### src/sv/c8ic_pkg.sv
// ----------------------------------------------------------------------------
// c8ic_pkg
// Shared types, micro-operation codes, opcode fields and the font table
// for the chip8 interpreter core.
// ----------------------------------------------------------------------------
`default_nettype none

package c8ic_pkg;

    localparam int MEM_BYTES     = 4096;
    localparam int ADDR_W        = 12;
    localparam int SCREEN_WIDTH  = 64;
    localparam int SCREEN_HEIGHT = 32;
    localparam int ROW_W         = 5;
    localparam int STACK_DEPTH   = 16;
    localparam int FONT_BYTES    = 80;

    localparam logic [ADDR_W-1:0] START_ADDR = 12'h200;

    // request operations
    localparam logic [1:0] OP_LOAD = 2'd0;
    localparam logic [1:0] OP_STEP = 2'd1;
    localparam logic [1:0] OP_READ = 2'd2;

    // controller states, also sent to the datapath as micro-operation
    localparam int UOP_W = 5;
    localparam logic [UOP_W-1:0] U_CLR   = 5'd0;
    localparam logic [UOP_W-1:0] U_IDLE  = 5'd1;
    localparam logic [UOP_W-1:0] U_LOAD  = 5'd2;
    localparam logic [UOP_W-1:0] U_RROW0 = 5'd3;
    localparam logic [UOP_W-1:0] U_RROW1 = 5'd4;
    localparam logic [UOP_W-1:0] U_F0    = 5'd5;
    localparam logic [UOP_W-1:0] U_F1    = 5'd6;
    localparam logic [UOP_W-1:0] U_F2    = 5'd7;
    localparam logic [UOP_W-1:0] U_F3    = 5'd8;
    localparam logic [UOP_W-1:0] U_F4    = 5'd9;
    localparam logic [UOP_W-1:0] U_EXEC  = 5'd10;
    localparam logic [UOP_W-1:0] U_CLS   = 5'd11;
    localparam logic [UOP_W-1:0] U_BCD   = 5'd12;
    localparam logic [UOP_W-1:0] U_STO   = 5'd13;
    localparam logic [UOP_W-1:0] U_LD0   = 5'd14;
    localparam logic [UOP_W-1:0] U_LD1   = 5'd15;
    localparam logic [UOP_W-1:0] U_SPR0  = 5'd16;
    localparam logic [UOP_W-1:0] U_SPR1  = 5'd17;
    localparam logic [UOP_W-1:0] U_SPRF  = 5'd18;
    localparam logic [UOP_W-1:0] U_TICK  = 5'd19;
    localparam logic [UOP_W-1:0] U_OUT   = 5'd20;

    // instruction groups (top nibble)
    localparam logic [3:0] N_SYS  = 4'h0;
    localparam logic [3:0] N_JP   = 4'h1;
    localparam logic [3:0] N_CALL = 4'h2;
    localparam logic [3:0] N_SEI  = 4'h3;
    localparam logic [3:0] N_SNEI = 4'h4;
    localparam logic [3:0] N_SER  = 4'h5;
    localparam logic [3:0] N_LDI  = 4'h6;
    localparam logic [3:0] N_ADDI = 4'h7;
    localparam logic [3:0] N_ALU  = 4'h8;
    localparam logic [3:0] N_SNER = 4'h9;
    localparam logic [3:0] N_LDX  = 4'hA;
    localparam logic [3:0] N_JPV  = 4'hB;
    localparam logic [3:0] N_RND  = 4'hC;
    localparam logic [3:0] N_DRW  = 4'hD;
    localparam logic [3:0] N_KEY  = 4'hE;
    localparam logic [3:0] N_MISC = 4'hF;

    // alu sub-operations
    localparam logic [3:0] A_MOV = 4'h0;
    localparam logic [3:0] A_OR  = 4'h1;
    localparam logic [3:0] A_AND = 4'h2;
    localparam logic [3:0] A_XOR = 4'h3;
    localparam logic [3:0] A_ADD = 4'h4;
    localparam logic [3:0] A_SUB = 4'h5;
    localparam logic [3:0] A_SHR = 4'h6;
    localparam logic [3:0] A_SBN = 4'h7;
    localparam logic [3:0] A_SHL = 4'hE;

    // low-byte selectors
    localparam logic [7:0] K_CLS  = 8'hE0;
    localparam logic [7:0] K_RET  = 8'hEE;
    localparam logic [7:0] K_SKP  = 8'h9E;
    localparam logic [7:0] K_SKNP = 8'hA1;
    localparam logic [7:0] K_GDT  = 8'h07;
    localparam logic [7:0] K_WKEY = 8'h0A;
    localparam logic [7:0] K_SDT  = 8'h15;
    localparam logic [7:0] K_SST  = 8'h18;
    localparam logic [7:0] K_ADDX = 8'h1E;
    localparam logic [7:0] K_FONT = 8'h29;
    localparam logic [7:0] K_BCD  = 8'h33;
    localparam logic [7:0] K_STO  = 8'h55;
    localparam logic [7:0] K_LDM  = 8'h65;

    localparam logic [7:0] FONT_ROM [FONT_BYTES] = '{
        8'hF0, 8'h90, 8'h90, 8'h90, 8'hF0, 8'h20, 8'h60, 8'h20, 8'h20, 8'h70,
        8'hF0, 8'h10, 8'hF0, 8'h80, 8'hF0, 8'hF0, 8'h10, 8'hF0, 8'h10, 8'hF0,
        8'h90, 8'h90, 8'hF0, 8'h10, 8'h10, 8'hF0, 8'h80, 8'hF0, 8'h10, 8'hF0,
        8'hF0, 8'h80, 8'hF0, 8'h90, 8'hF0, 8'hF0, 8'h10, 8'h20, 8'h40, 8'h40,
        8'hF0, 8'h90, 8'hF0, 8'h90, 8'hF0, 8'hF0, 8'h90, 8'hF0, 8'h10, 8'hF0,
        8'hF0, 8'h90, 8'hF0, 8'h90, 8'h90, 8'hE0, 8'h90, 8'hE0, 8'h90, 8'hE0,
        8'hF0, 8'h80, 8'h80, 8'h80, 8'hF0, 8'hE0, 8'h90, 8'h90, 8'h90, 8'hE0,
        8'hF0, 8'h80, 8'hF0, 8'h80, 8'hF0, 8'hF0, 8'h80, 8'hF0, 8'h80, 8'h80
    };

    typedef struct packed {
        logic [UOP_W-1:0] uop;
        logic             latch;
    } cmd_t;

    typedef struct packed {
        logic [1:0] req_op;
        logic [3:0] nib;
        logic [7:0] kk;
        logic       clr_last;
        logic       fb_last;
        logic       bcd_last;
        logic       cnt_eq_x;
        logic       spr_end;
    } sts_t;

endpackage

`default_nettype wire

### src/sv/c8ic_ctrl.sv
// ----------------------------------------------------------------------------
// c8ic_ctrl
// Sequencer: steps through fetch, decode, execute and the multi-cycle loops.
// ----------------------------------------------------------------------------
`default_nettype none

module c8ic_ctrl (
    input  wire logic          clk,
    input  wire logic          rst_n,
    input  wire logic          req_valid,
    output logic               req_ready,
    output logic               rsp_valid,
    input  wire logic          rsp_ready,
    input  wire c8ic_pkg::sts_t sts,
    output c8ic_pkg::cmd_t     cmd
);
    import c8ic_pkg::*;

    logic [UOP_W-1:0] state_reg;
    logic [UOP_W-1:0] state_next;

    assign req_ready = (state_reg == U_IDLE);
    assign rsp_valid = (state_reg == U_OUT);
    assign cmd.uop   = state_reg;
    assign cmd.latch = req_ready && req_valid;

    always_comb
    begin
        state_next = state_reg;
        case (state_reg)
            U_CLR:   if (sts.clr_last) state_next = U_IDLE;
            U_IDLE:
            begin
                if (req_valid)
                begin
                    case (sts.req_op)
                        OP_LOAD: state_next = U_LOAD;
                        OP_STEP: state_next = U_F0;
                        OP_READ: state_next = U_RROW0;
                        default: state_next = U_OUT;
                    endcase
                end
            end
            U_LOAD:  state_next = U_OUT;
            U_RROW0: state_next = U_RROW1;
            U_RROW1: state_next = U_OUT;
            U_F0:    state_next = U_F1;
            U_F1:    state_next = U_F2;
            U_F2:    state_next = U_F3;
            U_F3:    state_next = U_F4;
            U_F4:
            begin
                if (sts.nib == N_SYS && sts.kk == K_CLS)
                    state_next = U_CLS;
                else if (sts.nib == N_DRW)
                    state_next = U_SPR0;
                else if (sts.nib == N_MISC && sts.kk == K_BCD)
                    state_next = U_BCD;
                else if (sts.nib == N_MISC && sts.kk == K_STO)
                    state_next = U_STO;
                else if (sts.nib == N_MISC && sts.kk == K_LDM)
                    state_next = U_LD0;
                else
                    state_next = U_EXEC;
            end
            U_EXEC:  state_next = U_TICK;
            U_CLS:   if (sts.fb_last) state_next = U_TICK;
            U_BCD:   if (sts.bcd_last) state_next = U_TICK;
            U_STO:   if (sts.cnt_eq_x) state_next = U_TICK;
            U_LD0:   state_next = U_LD1;
            U_LD1:   state_next = sts.cnt_eq_x ? U_TICK : U_LD0;
            U_SPR0:  state_next = sts.spr_end ? U_SPRF : U_SPR1;
            U_SPR1:  state_next = U_SPR0;
            U_SPRF:  state_next = U_TICK;
            U_TICK:  state_next = U_OUT;
            U_OUT:   if (rsp_ready) state_next = U_IDLE;
            default: state_next = U_IDLE;
        endcase
    end

    always_ff @(posedge clk or negedge rst_n)
    begin
        if (!rst_n)
            state_reg <= U_CLR;
        else
            state_reg <= state_next;
    end

endmodule

`default_nettype wire

### config.mk
export PLATFORM = sky130hd
export DESIGN_NAME = c8ic_ctrl
export DESIGN_NICKNAME = d
export VERILOG_FILES = /design/src/sv/c8ic_pkg.sv /design/src/sv/c8ic_ctrl.sv
export SDC_FILE = /design/constraint.sdc
export NUM_CORES = 1
export LEC_CHECK = 0
export BUFFER_PORTS_ARGS = -buffer_cell sky130_fd_sc_hd__buf_2
export CAP_MARGIN = 40
export CORE_MARGIN = 1.5
export CORE_UTILIZATION = 51
export CTS_CLUSTER_DIAMETER = 60
export DETAILED_ROUTE_END_ITERATION = 8
export HOLD_SLACK_MARGIN = 0.06
export PLACE_DENSITY = 0.83
export RECOVER_POWER = 25
export SYNTH_ARGS = -nofsm -noshare
export SYNTH_HDL_FRONTEND = slang
export SYNTH_SLANG_ARGS = --single-unit
### constraint.sdc
create_clock -name clk -period 2.8 [get_ports clk]
set_input_delay 0.28 -clock clk [delete_from_list [all_inputs] [get_ports clk]]
set_output_delay 0.28 -clock clk [all_outputs]
set_load 0.005 [all_outputs]
# After elaboration in Yosys (flattened, before gate mapping)

Index checks and enable logic that the tools add are counted.

Register bits after elaboration: 5
Input bits: 23
Output and inout bits: 8
Word-level logic and storage cells: 61

Equal/unequal tests: 34
Mux-type cells: 15
Reduce and logical (&&, ||, !) cells: 11

Operators by type and width:

| operator                                                              | count |
|---|---|
| 5-bit one-hot mux with 18 select lines                                | 1 |
| 5-bit 2-to-1 mux                                                      | 9 |
| 5-bit by 4-bit equality test with 1-bit output, second input constant | 8 |
| 5-bit equality test, second input constant                            | 5 |
| 5-bit by 3-bit equality test with 1-bit output, second input constant | 4 |
| 8-bit by 7-bit equality test with 1-bit output, second input constant | 2 |
| 5-bit one-hot mux with 3 select lines                                 | 1 |
| 5-bit by 2-bit equality test with 1-bit output, second input constant | 2 |
| 2-bit != test, second input constant                                  | 5 |
| 3-bit 2-to-1 mux                                                      | 3 |
| 4-bit equality test, second input constant                            | 2 |
| 8-bit by 6-bit equality test with 1-bit output, second input constant | 1 |
| 8-bit equality test, second input constant                            | 1 |
| 6-bit AND reduction                                                   | 1 |
| 5-bit by 1-bit equality test with 1-bit output, second input constant | 1 |
| 1-bit logical AND                                                     | 5 |
| 5-bit logical NOT                                                     | 1 |
| 4-bit logical NOT                                                     | 1 |
| 3-bit OR reduction                                                    | 1 |
| 2-bit by 1-bit equality test with 1-bit output, second input constant | 1 |
| 2-bit equality test, second input constant                            | 1 |
| 2-bit logical NOT                                                     | 1 |
| 2-bit 2-to-1 mux                                                      | 1 |
| 2-bit by 1-bit != test with 1-bit output, second input constant       | 1 |
| 2-bit OR reduction                                                    | 1 |

# Depth between registers and ports, before layout

Gate-level depths: netlist of the first run.

Depth in word-level cells: 8
Depth in mapped cells: 7

# Worst setup path after synthesis of the first run

OpenSTA, ideal clock, no wires.

Kind: register to register
Start point: register state_reg[2]
End point: register state_reg[0]
Library setup time: 0.129 ns
Arrival: 1.457 ns
Data required time: 2.671 ns
Path slack: 1.214 ns
Stages on the path, launching flop included: 6
Path buffers: 1
Cell sequence: dfrtp_1 buf_4 and4bb_1 a32oi_2 nand4_1 o41a_1

Longest elaborated chain between the ends: 3

Ends and longest elaborated chain:

| item                                                                                 | line            | text |
|---|---|---|
| from (decl)                                                                          | c8ic_ctrl.sv:19 | `logic [UOP_W-1:0] state_reg;` |
| from (signal assigned)                                                               | c8ic_ctrl.sv:86 | `state_reg <= state_next;` |
| 5-bit equality test, or another cell as far along                                    | c8ic_ctrl.sv:30 | `case (state_reg)` |
| 3-bit OR reduction (no line), or another cell as far along                           | -               |  |
| 5-bit one-hot mux with 18 select lines / 6-bit AND reduction (equally long branches) | -               |  |

Several ways; a longest one is shown, not always the timed one.
A chain may end at the register's enable or synchronous reset.

# Worst setup path after layout of the first run

Start point: register state_reg[4]
End point: output port req_ready

Longest elaborated chain between the ends: 1

Ends and longest elaborated chain:

| item                                           | line            | text |
|---|---|---|
| 5-bit by 1-bit equality test with 1-bit output | c8ic_ctrl.sv:22 | `assign req_ready = (state_reg == U_IDLE);` |
| to (decl)                                      | c8ic_ctrl.sv:11 | `output logic req_ready,` |

No other way between the ends.

==> impl_metrics.env, run 1 <==
export IMPL_status="complete, no violations"
export IMPL_irDropWorstVdd_uv=512
export IMPL_drv_cap=0
export IMPL_synth_distinct_cells=42
export IMPL_htreeDepth=1
export IMPL_cts_sinks=5
export IMPL_cp_arrival_ps=1740
export IMPL_clk_pin_slew_ps=50
export IMPL_cts_root_buf="clkbuf_4"
export IMPL_synth_seq_cells=5
export IMPL_critPathBufInv=1
export IMPL_syn_area_um2=788
export IMPL_drc=0
export IMPL_grt_pass1_wl_um=3660
export IMPL_timing_final_hold_violations=0
export IMPL_cp_slowest_cell="nor4_1"
export IMPL_worst_r2r_cell_count=5
export IMPL_rows=14
export IMPL_wl_per_cell_um=14.2
export IMPL_instances_no_fill=152
export IMPL_fin_worst_skew_ps=6.12
export IMPL_area_delta_synth_final_pct=20.6
export IMPL_synth_xor_area_frac=0.0222
export IMPL_r2r_start="state_reg[0]"
export IMPL_yosys_area_share_adder=0.0635
export IMPL_crit_required_ps=2520
export IMPL_final_cell_mix="buf_2 (29), nor2_1 (10), a21oi_1 (9)"
export IMPL_cp_top_family="simple AND/OR/NAND/NOR gates"
export IMPL_die_w_um=42.3
export IMPL_drt_pass1_iter_count=4
export IMPL_crit_chain="nor4_1 > and2_1 > buf_2"
export IMPL_period_share=0.723
export IMPL_synthMuxAreaShare=0.0127
export IMPL_final_area_um2=951
export IMPL_largest_reg_flops=5
export IMPL_crit_cells=3
export IMPL_min_period_ps=2020
export IMPL_cts_setup_buffers=0
export IMPL_fmax_mhz=494
export IMPL_critPathLaunchType="register"
export IMPL_holdWs_ps=358
export IMPL_num_io_pins=31
export IMPL_setup_viol=0
export IMPL_dieHeight_um=42.3
export IMPL_syn_avg_cell_area_um2=7.30
export IMPL_syn_nets=135
export IMPL_worst_pin_slew_ps=558
export IMPL_grt_max_degree=20
export IMPL_first_global_vias=884
export IMPL_relSlewSlack=0.628
export IMPL_cts_buffer_depth=2
export IMPL_critPathCapture="req_ready"
export IMPL_seq_area_frac_synth=0.159
export IMPL_cts_buffers=3
export IMPL_cts_tree="done"
export IMPL_wirelength_um=2160
export IMPL_portBuffers=30
export IMPL_fin_nets=164
export IMPL_ctsResizeCount=0
export IMPL_placed_cells=147
export IMPL_core_area_mm2=0.00147
export IMPL_synth_top_family_by_area="simple AND/OR/NAND/NOR gates"
export IMPL_p_leak_nw=0.443
export IMPL_crit_type="register to primary output"
export IMPL_timing_setup_tns_ps=0
export IMPL_viasPerCell=6.18
export IMPL_drtIter0Drc=39
export IMPL_diodes=0
export IMPL_reg2reg_slack_ps=850
export IMPL_p_per_area_mw_per_mm2=827
export IMPL_clkLatencyLatePin_ps=250
export IMPL_slowest_delay_ps=580
export IMPL_dpl_cell_area_um2=916
export IMPL_track_usage=0.260
export IMPL_die_area_mm2=0.00179
export IMPL_cp_startpoint="state_reg[4]"
export IMPL_vias=939
export IMPL_antenna_found_initial=0
export IMPL_dpl_hpwl_um=1630
export IMPL_rsz0062_at_grt="no"
export IMPL_ys_warn_count=0
export IMPL_ant_nets=0
export IMPL_synth_simple_gate_area_share=0.410
export IMPL_gp_congestion=0.869
export IMPL_num_fill_cells=142
export IMPL_cp_max_fo=15
export IMPL_synthCells=108
export IMPL_synth_compound_area_frac=0.265
export IMPL_min_path_type="primary input to register"
export IMPL_gr_total_overflow=0
export IMPL_slew_viol_final=0
export IMPL_drive_above_1_share=0.257
export IMPL_cp_end_kind="primary output"
export IMPL_r2r_end="state_reg[0]"
export IMPL_final_common_cell="buf_2"
export IMPL_initial_utilization=0.536
[cells in the mapped netlist, drive strengths merged]
cell type | n | area (um^2)
nor2 | 10 | 37.5
a21oi | 9 | 45.0
nand2 | 8 | 30.0
nand3 | 7 | 35.0
buf | 6 | 38.8
nand2b | 6 | 37.5
o21ai | 6 | 30.0
dfrtp | 5 | 125
ha | 4 | 50.1
a211oi | 3 | 22.5
and2b | 3 | 25.0
inv | 3 | 11.3
nor2b | 3 | 18.8
nor3 | 3 | 15.0
nor4 | 3 | 18.8
nor4bb | 3 | 30.0
and2 | 2 | 12.5
and3 | 2 | 12.5
o2bb2ai | 2 | 17.5
a211o | 1 | 8.76
a21o | 1 | 7.51
a311o | 1 | 10.0
a31oi | 1 | 6.26
a32oi | 1 | 16.3
and4bb | 1 | 12.5
clkbuf | 1 | 3.75
mux2i | 1 | 10.0
nand3b | 1 | 7.51
nand4 | 1 | 6.26
nand4b | 1 | 8.76
nor4b | 1 | 8.76
o211ai | 1 | 7.51
o22a | 1 | 8.76
o311ai | 1 | 8.76
o32ai | 1 | 8.76
o41a | 1 | 11.3
or2 | 1 | 6.26
xnor2 | 1 | 8.76
xor2 | 1 | 8.76
[final cells by class]
cell class                 count  area (um^2)  share of cell area
multi-input combinational     93          609               0.641
tap                           16         20.0              0.0211
inverter                       3         11.3              0.0118
sequential                     5          125               0.132
timing repair buffer          31          159               0.167
clock buffer                   4         26.3              0.0276
[stage by stage]
stage | utilization | power, mW | worst slack, ps
final | 0.646 | 0.786 | 777
after detailed placement | 0.622 | 0.688 | 912
after CTS | 0.647 | 0.779 | 838
after floorplan | - | 0.571 | 1210
after global routing | 0.646 | 0.846 | 678
after global placement | 0.622 | 0.666 | 985
[how the worst min path moves through the flow]
stage,slack (ps),to,from,cells after the start
after CTS,360,state_reg[1],sts[3],4
after floorplan,-20,state_reg[0],rst_n,0
final,360,state_reg[1],sts[3],4
after detailed placement,100,state_reg[2],rst_n,1
after global placement,100,state_reg[2],rst_n,1
after global routing,370,state_reg[1],sts[3],4
[routing by layer]
| metal | wire [um] | global-route usage | share of wire | up-vias |
|---|---|---|---|---|
| li1 | - | - | - | 459 |
| met1 | 939 | 0.341 | 0.44 | 444 |
| met2 | 1100 | 0.428 | 0.51 | 34 |
| met3 | 105 | 0.0388 | 0.049 | 2 |
| met4 | 9 | 0.100 | 0.0042 | 0 |
| met5 | 0 | 0 | 0 | - |
[cell families after synthesis]
family / count (synthesis)
flops: 5
simple gates: 56
compound gates: 30
xor+xnor: 2
fa+ha+maj: 4
mux: 1
buf+inv: 10
[worst min-delay path, delay by kind of cell]
family | cells | cell delay [ps]
buf+inv | 2 | 120
compound gates | 1 | 70
simple gates | 1 | 80
[repair_timing]
item,CTS,global route
endpoints found under the hold margin,5,0
hold buffers,1,0
setup endpoints to repair,0,0
[where the power goes]
group	switching, mW	internal [mW]
Clock	0.0314	0.0540
Sequential	0.132	0.104
Combinational	0.229	0.236
(Power assumes the default switching activity.)
==> run 2, diff against run 1 <==
--- a/config.mk
+++ b/config.mk
@@ -5,14 +5,16 @@
 export SDC_FILE = /design/constraint.sdc
 export NUM_CORES = 1
 export LEC_CHECK = 0
+export ABC_AREA = 1
 export BUFFER_PORTS_ARGS = -buffer_cell sky130_fd_sc_hd__buf_2
 export CAP_MARGIN = 40
+export CORE_ASPECT_RATIO = 1.25
 export CORE_MARGIN = 1.5
-export CORE_UTILIZATION = 51
+export CORE_UTILIZATION = 45
 export CTS_CLUSTER_DIAMETER = 60
 export DETAILED_ROUTE_END_ITERATION = 8
 export HOLD_SLACK_MARGIN = 0.06
-export PLACE_DENSITY = 0.83
+export PLACE_DENSITY = 0.76
 export RECOVER_POWER = 25
 export SYNTH_ARGS = -nofsm -noshare
 export SYNTH_HDL_FRONTEND = slang
==> constraint.sdc (replaced) <==
create_clock -name clk -period 1.8 [get_ports clk]
set_input_delay 0.18 -clock clk [delete_from_list [all_inputs] [get_ports clk]]
set_output_delay 0.18 -clock clk [all_outputs]
set_load 0.005 [all_outputs]
==> run 2 against run 1 <==
Net effect:
- design area is 16% higher
- via count grew 15%
- total power rose by 69%
- sequential power is 35% higher
- clock skew down 4.2 ps
- count of clock-buffer cells in the layout is the same
- critical path type unchanged
==> impl_metrics.env, run 2 <==
export IMPL_async_reset_ff_frac=1.00
export IMPL_placed_cells=209
export IMPL_p_per_area_mw_per_mm2=1200
export IMPL_use_met3=0.0205
export IMPL_portBuffers=30
export IMPL_crit_required_ps=1620
export IMPL_cp_arrival_ps=1480
export IMPL_cts_buffer_depth=2
export IMPL_htreeDepth=1
export IMPL_period_share=0.919
export IMPL_cts_root_buf="clkbuf_4"
export IMPL_clkLatencyLatePin_ps=230
export IMPL_cp_max_fo=9
export IMPL_viasPerCell=5.04
export IMPL_final_area_mm2=0.00111
export IMPL_cts_buffers=3
export IMPL_fin_ws_ps=145
export IMPL_synthTopCellsByCount="nand2_1 (45), nor2_1 (27), nand3_1 (20), inv_1 (18)"
export IMPL_rows=18
export IMPL_top_usage_layer="met2"
export IMPL_num_fill_cells=191
export IMPL_synthMostInstantiatedCell="nand2_1"
export IMPL_place_ws_ps=235
export IMPL_cts_sinks=5
export IMPL_cts_tree="done"
export IMPL_clk_pin_slew_ps=40
export IMPL_cts_setup_buffers=0
export IMPL_synth_top_area_share=0.185
export IMPL_synthCells=161
export IMPL_slowest_delay_ps=510
export IMPL_largest_reg_flops=5
export IMPL_min_path_type="primary input to register"
export IMPL_timing_final_hold_violations=0
export IMPL_fin_worst_skew_ps=1.91
export IMPL_wl_per_cell_um=10.7
export IMPL_syn_nets=188
export IMPL_p_leak_nw=0.652
export IMPL_dpl_hpwl_um=1950
export IMPL_dieHeight_um=53.4
export IMPL_seq_area_frac_synth=0.137
export IMPL_cp_slowest_cell="dfrtp_1"
export IMPL_synth_area_leaders="nand2_1 (18%), dfrtp_1 (14%), nor2_1 (11%)"
export IMPL_synth_distinct_cells=29
export IMPL_fin_nets=222
export IMPL_num_io_pins=31
export IMPL_drv_cap=0
export IMPL_rsz0062_at_grt="no"
export IMPL_die_w_um=43.3
export IMPL_vias=1079
export IMPL_drive_above_1_share=0.289
export IMPL_gp_congestion=0.972
export IMPL_setup_viol=0
export IMPL_final_cell_mix="nand2_1 (45), buf_2 (29), nor2_1 (27)"
export IMPL_track_usage=0.211
export IMPL_min_period_ps=1660
export IMPL_wirelength_um=2280
export IMPL_die_area_mm2=0.00231
export IMPL_worst_pin_slew_ps=403
export IMPL_gr_total_overflow=0
export IMPL_final_common_cell="nand2_1"
export IMPL_grt_max_degree=12
export IMPL_p_total_mw=1.33
export IMPL_ys_flop_type="dfrtp_1"
export IMPL_yosys_area_top_type="nand2_1"
export IMPL_drtIter0Drc=24
export IMPL_synth_seq_cells=5
export IMPL_crit_chain="nor2_2 > nand3_2 > inv_2 > buf_2"
export IMPL_irDropWorstVdd_uv=707
export IMPL_ctsResizeCount=0
export IMPL_relSlewSlack=0.732
export IMPL_diodes=0
export IMPL_initial_utilization=0.472
export IMPL_syn_avg_cell_area_um2=5.68
export IMPL_use_met2=0.418
export IMPL_drt_pass1_iter_count=4
export IMPL_slew_viol_final=0
export IMPL_antenna_found_initial=0
export IMPL_drc=0
export IMPL_ys_warn_count=0
export IMPL_dpl_cell_area_mm2=0.00107
export IMPL_syn_area_um2=915
export IMPL_cp_end_kind="primary output"
export IMPL_synth_edf_count=0
export IMPL_met1_usage=0.238
export IMPL_status="complete, no violations"
export IMPL_first_global_vias=949
export IMPL_area_delta_synth_final_pct=20.9
export IMPL_timing_setup_tns_ps=0
export IMPL_cts_hold_buf=1
export IMPL_fmax_mhz=604
export IMPL_crit_type="register to primary output"
export IMPL_instances_no_fill=214
export IMPL_ant_nets=0
export IMPL_core_area_mm2=0.00194
export IMPL_grt_pass1_wl_um=3730
export IMPL_critPathLaunchType="register"
-- run 2: cell type report --
type / instances / area [um^2] / area share
Clock buffer: 4 / 26.3 / 0.0238
Sequential cell: 5 / 125 / 0.113
Timing Repair Buffer: 31 / 159 / 0.144
Multi-Input combinational cell: 129 / 677 / 0.612
Tap cell: 20 / 25.0 / 0.0226
Inverter: 25 / 93.8 / 0.0848
-- run 2: critical path, delay by kind of cell, from the launching register on --
family,cells,cell delay (ps)
AND/OR/NAND/NOR,2,490
flip-flops,1,510
buffers and inverters,2,240
-- run 2: per-stage QoR --
step	utilization	hold slack, ps
after floorplan	-	-116
final	0.571	248
after global placement	0.553	-8.02
after CTS	0.572	249
after detailed placement	0.553	-4.52
after global routing	0.571	247
-- run 2: layer usage --
metal  wire length [um]  vias up
li1                   -      572
met1                881      451
met2               1220       56
met3                178        0
met4                  0        0
met5                  0        -
-- run 2: final timing paths --
check,slack [ps],depth (start not counted),end,startpoint
max,140,4,req_ready,state_reg[2]
min reg2reg,670,2,state_reg[0],state_reg[0]
min,250,4,state_reg[1],sts[3]
min in group asynchronous,320,2,state_reg[2],rst_n
max in group asynchronous,1280,2,state_reg[4],rst_n
max reg2reg,220,7,state_reg[3],state_reg[4]
-- run 2: kinds of logic after synthesis --
family | Yosys count | synth area share
buf+inv | 27 | 0.123
compound gates | 7 | 0.0506
fa+ha+maj | 4 | 0.0547
flops | 5 | 0.137
simple gates | 118 | 0.635
-- run 2: power by group --
part | internal, mW | switching [mW]
Clock | 0.0833 | 0.0388
Sequential | 0.167 | 0.152
Combinational | 0.333 | 0.552
